===== src/design/cobs_motion_frame_receiver_defines.svh =====
// Assertion macros shared by the receiver RTL.
// Depends on a clock named clk and an active-low reset named arst_n in scope.
`ifndef COBS_MOTION_FRAME_RECEIVER_DEFINES_SVH
`define COBS_MOTION_FRAME_RECEIVER_DEFINES_SVH

// check sampled on clk, suspended while reset is asserted
`define CMFR_ASSERT(label, prop, msg) \
	label: assert property (@(posedge clk) disable iff (!arst_n) prop) else $error(msg);

// check sampled on clk, also active during reset
`define CMFR_ASSERT_ALWAYS(label, prop, msg) \
	label: assert property (@(posedge clk) prop) else $error(msg);

`endif


===== src/design/cmfr_pkg.sv =====
// Package for the COBS motion frame receiver: constants, phase codes, token type.
// No dependencies.
`default_nettype none

package cmfr_pkg;

	localparam logic [7:0] FRAME_MARKER_RESET = 8'h3E;
	localparam logic [7:0] CODE_END           = 8'h00;
	localparam logic [7:0] CODE_MAX           = 8'hFF;
	localparam logic [2:0] HEADER_LEN         = 3'd3;
	localparam logic [2:0] INTERVAL_LEN       = 3'd6;

	localparam int TIME_BYTES = 4;
	localparam int TIME_KEEP  = (TIME_BYTES < 4) ? TIME_BYTES : 4;

	localparam int QUEUE_DEPTH_DEFAULT = 2;

	localparam logic [1:0] PHASE_HEADER   = 2'd0;
	localparam logic [1:0] PHASE_INTERVAL = 2'd1;
	localparam logic [1:0] PHASE_DX       = 2'd2;
	localparam logic [1:0] PHASE_DY       = 2'd3;

	typedef struct packed {
		logic [1:0] phase;
		logic [2:0] idx;
		logic [7:0] val;
		logic       have;
		logic       last;
	} token_t;

	typedef struct packed {
		logic take;
		logic emit;
	} back_status_t;

endpackage

`default_nettype wire


===== src/design/cmfr_front.sv =====
// Front end: per-byte COBS decoding, chunk tracking and header matching.
// Emits decoded-byte tokens for frame chunks. Depends on cmfr_pkg.
`default_nettype none

module cmfr_front (
	input  wire logic            clk,
	input  wire logic            arst_n,
	input  wire logic            accept,
	input  wire logic [7:0]      rx_byte,
	input  wire logic [7:0]      frame_marker,
	output logic                 tok_valid,
	output cmfr_pkg::token_t     tok
);
	import cmfr_pkg::*;

	logic [1:0] phase_q;
	logic [2:0] pos_q;
	logic [7:0] run_q;
	logic       ovh_q;
	logic       ended_q;
	logic [2:0] dcnt_q;
	logic       hmatch_q;

	logic       have;
	logic [7:0] val;
	logic [7:0] run_nx;
	logic       ovh_nx;
	logic       ended_nx;
	logic [2:0] dcnt_nx;
	logic       hmatch_nx;
	logic [2:0] pos_nx;
	logic [2:0] len;
	logic       last;
	logic [1:0] phase_nx;

	always_comb begin
		have      = 1'b0;
		val       = CODE_END;
		run_nx    = run_q;
		ovh_nx    = ovh_q;
		ended_nx  = ended_q;
		if (!ended_q) begin
			if (run_q != 8'd0) begin
				have   = 1'b1;
				val    = rx_byte;
				run_nx = run_q - 8'd1;
			end else if (rx_byte == CODE_END) begin
				ended_nx = 1'b1;
			end else begin
				have   = !ovh_q;
				run_nx = rx_byte - 8'd1;
				ovh_nx = (rx_byte == CODE_MAX);
			end
		end
		dcnt_nx   = have ? dcnt_q + 3'd1 : dcnt_q;
		hmatch_nx = hmatch_q;
		if (have && phase_q == PHASE_HEADER && dcnt_q == 3'd0)
			hmatch_nx = (val == frame_marker);
		len    = (phase_q == PHASE_INTERVAL) ? INTERVAL_LEN : HEADER_LEN;
		pos_nx = pos_q + 3'd1;
		last   = (pos_nx >= len);
		unique case (phase_q)
			PHASE_HEADER:   phase_nx = (dcnt_nx == 3'd1 && hmatch_nx) ? PHASE_INTERVAL
			                                                          : PHASE_HEADER;
			PHASE_INTERVAL: phase_nx = PHASE_DX;
			PHASE_DX:       phase_nx = PHASE_DY;
			PHASE_DY:       phase_nx = PHASE_HEADER;
			default:        phase_nx = PHASE_HEADER;
		endcase
	end

	assign tok_valid = accept && (phase_q != PHASE_HEADER) &&
	                   (have || (last && phase_q == PHASE_DY));
	assign tok.phase = phase_q;
	assign tok.idx   = dcnt_q;
	assign tok.val   = val;
	assign tok.have  = have;
	assign tok.last  = last;

	always_ff @(posedge clk or negedge arst_n) begin
		if (!arst_n) begin
			phase_q  <= PHASE_HEADER;
			pos_q    <= 3'd0;
			run_q    <= 8'd0;
			ovh_q    <= 1'b1;
			ended_q  <= 1'b0;
			dcnt_q   <= 3'd0;
			hmatch_q <= 1'b0;
		end else if (accept) begin
			if (last) begin
				phase_q  <= phase_nx;
				pos_q    <= 3'd0;
				run_q    <= 8'd0;
				ovh_q    <= 1'b1;
				ended_q  <= 1'b0;
				dcnt_q   <= 3'd0;
				hmatch_q <= 1'b0;
			end else begin
				pos_q    <= pos_nx;
				run_q    <= run_nx;
				ovh_q    <= ovh_nx;
				ended_q  <= ended_nx;
				dcnt_q   <= dcnt_nx;
				hmatch_q <= hmatch_nx;
			end
		end
	end

endmodule

`default_nettype wire


===== src/design/cmfr_queue.sv =====
// Token queue between front and back end, register storage with head/tail pointers.
// Depends on cmfr_pkg.
`default_nettype none

module cmfr_queue #(
	parameter int DEPTH = cmfr_pkg::QUEUE_DEPTH_DEFAULT
) (
	input  wire logic             clk,
	input  wire logic             arst_n,
	input  wire logic             wr_en,
	input  wire cmfr_pkg::token_t wr_data,
	input  wire logic             rd_en,
	output cmfr_pkg::token_t      rd_data,
	output logic                  q_empty,
	output logic                  q_full
);
	import cmfr_pkg::*;

	localparam int AW = (DEPTH > 1) ? $clog2(DEPTH) : 1;
	localparam int CW = $clog2(DEPTH + 1);
	localparam logic [AW-1:0] LAST_IDX = AW'(DEPTH - 1);
	localparam logic [CW-1:0] FULL_CNT = CW'(DEPTH);

	token_t        mem_q [DEPTH];
	logic [AW-1:0] wr_ptr_q;
	logic [AW-1:0] rd_ptr_q;
	logic [CW-1:0] cnt_q;

	assign q_empty = (cnt_q == '0);
	assign q_full  = (cnt_q == FULL_CNT);
	assign rd_data = mem_q[rd_ptr_q];

	always_ff @(posedge clk) begin
		if (wr_en)
			mem_q[wr_ptr_q] <= wr_data;
	end

	always_ff @(posedge clk or negedge arst_n) begin
		if (!arst_n) begin
			wr_ptr_q <= '0;
			rd_ptr_q <= '0;
			cnt_q    <= '0;
		end else begin
			if (wr_en)
				wr_ptr_q <= (wr_ptr_q == LAST_IDX) ? '0 : wr_ptr_q + AW'(1);
			if (rd_en)
				rd_ptr_q <= (rd_ptr_q == LAST_IDX) ? '0 : rd_ptr_q + AW'(1);
			if (wr_en && !rd_en)
				cnt_q <= cnt_q + CW'(1);
			else if (rd_en && !wr_en)
				cnt_q <= cnt_q - CW'(1);
		end
	end

endmodule

`default_nettype wire


===== src/design/cmfr_back.sv =====
// Back end: assembles interval, dx and dy from tokens and holds the result register.
// Depends on cmfr_pkg.
`default_nettype none

module cmfr_back (
	input  wire logic             clk,
	input  wire logic             arst_n,
	input  wire logic             q_empty,
	input  wire cmfr_pkg::token_t tok,
	output logic                  q_pop,
	input  wire logic             pop,
	output logic                  empty,
	output logic [31:0]           time_interval,
	output logic signed [7:0]     delta_x,
	output logic signed [7:0]     delta_y,
	output cmfr_pkg::back_status_t status
);
	import cmfr_pkg::*;

	logic [31:0] time_q;
	logic [7:0]  dx_q;
	logic [7:0]  dy_q;
	logic        out_valid_q;
	logic [31:0] res_time_q;
	logic [7:0]  res_dx_q;
	logic [7:0]  res_dy_q;

	logic [31:0] time_nx;
	logic [7:0]  dx_nx;
	logic [7:0]  dy_nx;
	logic        ends_frame;
	logic        slot_free;
	logic        take;
	logic        emit;

	always_comb begin
		time_nx = time_q;
		dx_nx   = dx_q;
		dy_nx   = dy_q;
		if (tok.have) begin
			unique case (tok.phase)
				PHASE_INTERVAL: begin
					for (int i = 0; i < 4; i++) begin
						if (i < TIME_KEEP && tok.idx == 3'(i))
							time_nx[8*i +: 8] = time_q[8*i +: 8] | tok.val;
					end
				end
				PHASE_DX: if (tok.idx == 3'd0) dx_nx = tok.val;
				PHASE_DY: if (tok.idx == 3'd0) dy_nx = tok.val;
				default: ;
			endcase
		end
	end

	assign ends_frame  = tok.last && (tok.phase == PHASE_DY);
	assign slot_free   = !out_valid_q || pop;
	assign take        = !q_empty && (!ends_frame || slot_free);
	assign emit        = take && ends_frame;
	assign q_pop       = take;
	assign status.take = take;
	assign status.emit = emit;

	assign empty         = !out_valid_q;
	assign time_interval = res_time_q;
	assign delta_x       = res_dx_q;
	assign delta_y       = res_dy_q;

	always_ff @(posedge clk or negedge arst_n) begin
		if (!arst_n) begin
			time_q      <= '0;
			dx_q        <= '0;
			dy_q        <= '0;
			out_valid_q <= 1'b0;
		end else begin
			if (emit) begin
				time_q <= '0;
				dx_q   <= '0;
				dy_q   <= '0;
			end else if (take) begin
				time_q <= time_nx;
				dx_q   <= dx_nx;
				dy_q   <= dy_nx;
			end
			if (emit)
				out_valid_q <= 1'b1;
			else if (pop)
				out_valid_q <= 1'b0;
		end
	end

	always_ff @(posedge clk) begin
		if (emit) begin
			res_time_q <= time_nx;
			res_dx_q   <= dx_nx;
			res_dy_q   <= dy_nx;
		end
	end

endmodule

`default_nettype wire


===== src/design/cobs_motion_frame_receiver.sv =====
// COBS motion frame receiver.
// Input queue side: drive rx_byte with push; a byte transfers on a clock edge where
// push is high and full is low. One byte per cycle is sustained while full stays low.
// Bytes are taken in chunks of 3 (header), 6 (interval), 3 (dx), 3 (dy), each COBS
// decoded on its own. A header that decodes to exactly frame_marker opens a frame;
// otherwise its 3 bytes are dropped and the next chunk is tried as a header.
// Result queue side: while empty is low, time_interval/delta_x/delta_y hold the
// oldest frame; it transfers on an edge where pop is high. A result appears after
// the last dy byte transfers: its token is first registered in the token queue,
// then the back end loads the result register once that register is free. A frame
// takes at least 15 byte transfers.
// If pop stays low, the result register holds, the next frame's last token waits
// and tokens behind it collect in the token queue (QUEUE_DEPTH entries); when it
// fills, full rises and input stops.
// Configuration: cfg_data transfers on cfg_valid && cfg_ready (always ready) and sets
// the header marker byte; write it only while the block is idle.
// Reset: marker returns to 0x3E, decoding restarts on a header chunk, no result.
// Depends on cmfr_pkg, cmfr_front, cmfr_queue, cmfr_back and the defines header.
`default_nettype none

`include "cobs_motion_frame_receiver_defines.svh"

module cobs_motion_frame_receiver #(
	parameter int QUEUE_DEPTH = cmfr_pkg::QUEUE_DEPTH_DEFAULT
) (
	input  wire logic        clk,
	input  wire logic        arst_n,
	input  wire logic        push,
	output logic             full,
	input  wire logic [7:0]  rx_byte,
	output logic             empty,
	input  wire logic        pop,
	output logic [31:0]      time_interval,
	output logic signed [7:0] delta_x,
	output logic signed [7:0] delta_y,
	input  wire logic        cfg_valid,
	output logic             cfg_ready,
	input  wire logic [7:0]  cfg_data
);
	import cmfr_pkg::*;

	logic         [7:0] marker_q;
	logic               accept;
	logic               tok_valid;
	token_t             tok_in;
	token_t             tok_out;
	logic               q_empty;
	logic               q_full;
	logic               q_pop;
	back_status_t       status;

	assign cfg_ready = 1'b1;
	assign full      = q_full;
	assign accept    = push && !q_full;

	always_ff @(posedge clk or negedge arst_n) begin
		if (!arst_n)
			marker_q <= FRAME_MARKER_RESET;
		else if (cfg_valid && cfg_ready)
			marker_q <= cfg_data;
	end

	cmfr_front u_front (
		.clk          (clk),
		.arst_n       (arst_n),
		.accept       (accept),
		.rx_byte      (rx_byte),
		.frame_marker (marker_q),
		.tok_valid    (tok_valid),
		.tok          (tok_in)
	);

	cmfr_queue #(
		.DEPTH (QUEUE_DEPTH)
	) u_queue (
		.clk     (clk),
		.arst_n  (arst_n),
		.wr_en   (tok_valid),
		.wr_data (tok_in),
		.rd_en   (q_pop),
		.rd_data (tok_out),
		.q_empty (q_empty),
		.q_full  (q_full)
	);

	cmfr_back u_back (
		.clk           (clk),
		.arst_n        (arst_n),
		.q_empty       (q_empty),
		.tok           (tok_out),
		.q_pop         (q_pop),
		.pop           (pop),
		.empty         (empty),
		.time_interval (time_interval),
		.delta_x       (delta_x),
		.delta_y       (delta_y),
		.status        (status)
	);

	`CMFR_ASSERT(a_no_write_when_full, !(tok_valid && q_full), "token written to full queue")
	`CMFR_ASSERT(a_take_needs_token, status.take |-> !q_empty, "token taken from empty queue")
	`CMFR_ASSERT(a_emit_shows_result, status.emit |=> !empty, "emitted frame not presented")
	`CMFR_ASSERT_ALWAYS(a_emit_needs_slot, status.emit |-> (empty || pop), "result overwritten")

endmodule

`default_nettype wire


===== config.mk =====
export PLATFORM = sky130hd
export DESIGN_NAME = cobs_motion_frame_receiver
export DESIGN_NICKNAME = d
export VERILOG_FILES = /design/src/design/cmfr_pkg.sv /design/src/design/cmfr_front.sv /design/src/design/cmfr_queue.sv /design/src/design/cmfr_back.sv /design/src/design/cobs_motion_frame_receiver.sv
export VERILOG_INCLUDE_DIRS = /design/src /design/src/design
export SDC_FILE = /design/constraint.sdc
export NUM_CORES = 1
export LEC_CHECK = 0
export BUFFER_PORTS_ARGS = -buffer_cell sky130_fd_sc_hd__buf_4
export CAP_MARGIN = 20
export CORE_ASPECT_RATIO = 0.7
export CORE_MARGIN = 2
export CORE_UTILIZATION = 35
export DETAILED_ROUTE_END_ITERATION = 8
export PLACE_DENSITY_LB_ADDON = 0.15
export SLEW_MARGIN = 20
export SYNTH_ARGS = -nofsm -noshare
export SYNTH_HDL_FRONTEND = slang
export SYNTH_SLANG_ARGS = --single-unit

===== constraint.sdc =====
create_clock -name clk -period 5.9 [get_ports clk]
set_input_delay 0.59 -clock clk [delete_from_list [all_inputs] [get_ports clk]]
set_output_delay 0.59 -clock clk [all_outputs]
set_load 0.1 [all_outputs]

# [Word-level counts from Yosys, hierarchy flattened]
# Memories as Yosys holds them, arrays and structs flattened.
# Cells that the tools add are included.
[word_totals] output_inout_bits=51 ramBits=30 in_bits=21 n_memories=1 register_bits=128
[classes] reduce_logical=35 n_bitwise=4 eq_ne=17 n_addsub=8 order_cmp=1 mux=51
[mem_list] memory="u_queue.mem_q" depth=2 width=15 rd=1 rd_ports_with_merged_regs=0 write_ports=1 line="cmfr_queue.sv:24" source="token_t mem_q [DEPTH];"
[op_table] operator="8-bit 2-to-1 mux" n=20
[op_table] operator="32-bit 2-to-1 mux" n=4
[op_table] operator="8-bit OR" n=4
[op_table] operator="1-bit 2-to-1 mux" n=20
[op_table] operator="8-bit by 1-bit subtractor with 8-bit output (second input constant)" n=2
[op_table] operator="1-bit logical AND" n=12
[op_table] operator="3-bit 2-to-1 mux" n=4
[op_table] operator="2-bit == test (second input constant)" n=5
[op_table] operator="8-bit == test" n=1
[op_table] operator="8-bit == test (second input constant)" n=1
[op_table] operator="8-bit zero test" n=1
[op_table] operator="2-bit case mux with 4 select lines" n=1
[op_table] operator="2-bit nonzero test" n=4
[op_table] operator="8-bit nonzero test" n=1
[op_table] operator="1-bit zero test" n=7
[op_table] operator="3-bit by 1-bit adder with 3-bit output (second input constant)" n=2
[op_table] operator="3-bit by 1-bit == test with 1-bit output (second input constant)" n=2
[op_table] operator="3-bit by 2-bit == test with 1-bit output (second input constant)" n=2
[op_table] operator="3-bit zero test" n=2
[op_table] operator="2-bit by 1-bit == test with 1-bit output (second input constant)" n=2
[op_table] operator="2-bit zero test" n=2
[op_table] operator="2-bit 2-to-1 mux" n=2
[op_table] operator="2-bit by 1-bit inequality test with 1-bit output (second input constant)" n=2
[op_table] operator="4-bit AND reduction" n=1
[op_table] operator="other kinds (9)" n=12

# [Depth between registers and ports, before layout]
[logic_depth] ltp_word=10 mapped_depth=13 mapped_depth_nobuf=13

# [Cells and area by module]
# A second synthesis with hierarchy kept.
[hier_totals] hier_cells=594 hier_area_um2=7489.7
[by_module_without_submodules] module="cmfr_back" cells_per_inst=306 area_per_inst_um2=4166.5 seq_area_each_um2=2667.6 n_inst=1
[by_module_without_submodules] module="cmfr_front" cells_per_inst=205 area_per_inst_um2=1646.6 seq_area_each_um2=476.7 n_inst=1
[by_module_without_submodules] module="cmfr_queue" cells_per_inst=63 area_per_inst_um2=1321.3 seq_area_each_um2=1001.0 n_inst=1
[by_module_without_submodules] module="cobs_motion_frame_receiver" cells_per_inst=20 area_per_inst_um2=355.3 seq_area_each_um2=206.4 n_inst=1

# [Least setup slack after synthesis]
# No wires, ideal clock.
[synth_path] path_kind="register to register" from="register u_front.pos_q[0]" to="memory u_queue.mem_q[0][0] (netlist name) (enable)" t_arrival_ns=2.471 slack_ns=3.041 required_time_ns=5.512 path_buffers=0 stages_incl_launch_ff=9 path_cell_list="dfrtp_1 ha_1 xor2_1 ha_1 a31oi_1 clkinv_1 a21oi_1 nor3_1 nor2b_1"
[synth_rtl] item="from (decl)" line="cmfr_front.sv:17" source="logic [2:0] pos_q;"
[synth_rtl] item="from (signal assigned)" line="cmfr_front.sv:99" source="pos_q <= pos_nx;"
[synth_rtl] item="to (decl)" line="cmfr_queue.sv:24"

==> results.cfg <==
[status]
status = complete, no violations

[synthesis]
synth_top_area_share_pct = 33.1
async_reset_ff_share_pct = 50.6
synth_edf_count = 78
synth_common_cells = edfxtp_1 (78), dfrtp_1 (74), nor2_1 (54)
yosys.area.top_type = edfxtp_1
ys_types = 56
synth_warnings = 0
yosysMostFrequentCell = edfxtp_1
ys_seq_elements = 158
seq_area_frac_synth_pct = 61.5
netlist_area_um2 = 7080
synth.avg_cell_area_um2 = 11.5
syn-num-nets = 646
synthFlopType = edfxtp_1
syn_inst = 613
synth.area.top_cells = edfxtp_1 (33%), dfrtp_1 (26%), o21ai_0 (3.4%), o21a_1 (3.4%), nor2_1 (2.9%)

[finish]
synthToLayoutAreaGrowth_pct = 19.1
utilization_pct = 42.6
drive_above_1_share_pct = 21.2
fin_nets = 703
diodes = 0
num-fill-cells = 1877

[clocking]
post_cts_buffers = 0
root_buffer = clkbuf_16
cts_resized = 0
cts.sinks = 158
htreeDepth = 4
clk_latency_ns = 0.43
cts_hold_buf = 0
cts_buffers = 17
cts_buffer_depth = 2
cts.reportedPaths.clkPinSlew_ns = 0.06
cts_tree = built

[sta]
relSlewSlack_pct = 25.9
fin_crit_ns = 3.84
setup_ws_ns = 2.06
setup-violations-final = 0
fmax_mhz = 261
setup_tns_ns = 0
hold_viol = 0
fin_crit_sh_pct = 65.0
final_max_slew_viol_count = 0
tightest_slew_ns = 1.11
grt_setup_unrepaired = no
finClkSkew_ns = 0.00910

[critical_path]
cp.arrival_ns = 3.91
crit_chain = inv_1, ha_1, inv_1, ha_1, nand2b_1, a31oi_1, clkinv_1, a21oi_1, nor3_1, and2_1
worstPathRequired_ns = 5.98
timing_worst_setup_path_type = reg2reg
slowest_stage = a31oi_1
cp_max_fo = 15
start_kind = flip-flop
cp-end-kind = flip-flop
slowest_delay_ns = 0.82

[die]
io_pins = 72
die_area_um2 = 21400
start_util_pct = 35.7
die_h_um = 123
core-area_um2 = 19800
rows = 43
die_w_um = 174

[global_routing]
grt_pass1_wl_um = 25400
met2_usage_pct = 22.4
grt_usage_pct = 15.5
grt_max_degree = 62
antenna_found_initial = 0
gr-total-overflow = 0
gr-usage-met1_pct = 22.8
grt_pass1_vias = 4636
grt_most_used_layer = met1
grt.met3_usage_pct = 3.38

[power]
powerDensity_nw_per_um2 = 555
combPwrFrac_pct = 38.7
power_frac_seq_pct = 37.1
p_clk_share_pct = 24.2
p_sw_mw = 1.90
p_sw_share_pct = 40.7
totalPowerFinal_mw = 4.67
intPower_mw = 2.77
leakage_nw = 3.48
ir_drop_mv = 0.234

[detailed_routing]
drcViolationCount = 0
detail-route-antenna-nets = 0
drtPass1Iterations = 5
drt_wl_total_um = 15700
vias = 4741
via_per_inst = 4.97
wl_per_cell_um = 16.5
dr.first_iter.drc_count = 331

[run]
drv_cap = 0

[placement]
dp_hpwl_um = 10600
place.gp.congestion = 0.811
dp_slack_ns = 2.09
io_buffer_count = 70

[worst_hold_path]
worst_hold_path_type = in2async
-- path summary, 6_finish.rpt --
check | cells past startpoint | endpoint | startpoint | slack [ns]
hold / removal | 1 | u_front.run_q[2] | arst_n | 0.04
min in group clk | 2 | marker_q[0] | cfg_data[0] | 0.40
max in group asynchronous | 2 | u_back.dx_q[2] | arst_n | 4.76
setup / recovery | 10 | u_queue.mem_q[1][9] | u_front.phase_q[1] | 2.06
setup reg to reg | 10 | u_queue.mem_q[1][9] | u_front.phase_q[1] | 2.06
hold reg to reg | 2 | u_front.pos_q[1] | u_front.pos_q[1] | 0.48
-- cell usage in the layout, fill, tap and decap left out, types with 17 or more instances in the layout --
| cell | Yosys | final |
|---|---|---|
| inv_1 | 27 | 26 |
| dfrtp_1 | 74 | 74 |
| edfxtp_1 | 78 | 78 |
| o21a_1 | 32 | 32 |
| buf_4 | 2 | 74 |
| clkbuf_16 | 0 | 17 |
| o21ai_0 | 48 | 48 |
| nand2_1 | 51 | 51 |
| o21bai_1 | 24 | 24 |
| nor2_1 | 54 | 54 |
-- power by group through the flow --
stage	clock network [mW]	registers [mW]	logic [mW]
2_1_floorplan	0	2.09	1.03
3_3_place_gp	0	1.73	1.79
3_5_place_dp	0	1.75	1.81
4_1_cts	1.16	1.73	1.82
5_1_grt	1.20	1.77	1.97
6_report	1.13	1.73	1.81
-- layer usage --
layer	vias up	wire length [µm]
li1	2281	-
met1	2340	8090
met2	102	6750
met3	18	655
met4	0	202
met5	-	0
-- registers in the layout (all words and copies together), names as in the netlist, 3 cells and up --
| name | flops |
|---|---|
| u_back.delta_x | 8 |
| marker_q | 8 |
| u_back.time_interval | 32 |
| u_front.dcnt_q | 3 |
| u_back.delta_y | 8 |
| u_back.dy_q | 8 |
| u_front.run_q | 8 |
| u_queue.mem_q | 30 |
| u_back.time_q | 32 |
| u_back.dx_q | 8 |
| u_front.pos_q | 3 |
-- worst max-delay path, delay by kind of cell, from the launching register on --
kind | cells | cell delay (ns)
adder cells (fa/ha/maj) | 2 | 0.45
flip-flops | 1 | 0.43
buffers and inverters | 3 | 0.83
AND/OR/NAND/NOR | 3 | 0.68
AO/OA/AOI/OAI | 2 | 1.11
-- area by class of cell --
type / count / area [µm²] / area share (%)
Clock buffer: 19 / 443 / 5.26
Clock inverter: 13 / 164 / 1.94
Inverter: 29 / 109 / 1.29
Multi-Input combinational cell: 390 / 2470 / 29.3
Sequential cell: 158 / 4350 / 51.6
Tap cell: 270 / 338 / 4.01
Timing Repair Buffer: 74 / 556 / 6.59
-- per-stage QoR --
stage / cell area [µm²] / instances / hold WS [ns]
after CTS: 8430 / 953 / 0.0326
after global placement: 7820 / 921 / 0.458
final: 8430 / 953 / 0.0372
after floorplan: 7080 / 613 / 0.294
after global routing: 8430 / 953 / 0.0412
after detailed placement: 7820 / 921 / 0.469
-- logic make-up after synthesis --
group | share of synthesized area (%)
other | 0.0530
buffers and inverters | 3.66
and+or+nand+nor | 12.1
adders and majority gates | 2.12
xor gates and xnor gates | 1.36
AOI/OAI and AO/OA | 16.0
muxes | 3.22
DFF | 61.5
No activity file was read; power rests on OpenSTA's default activity.
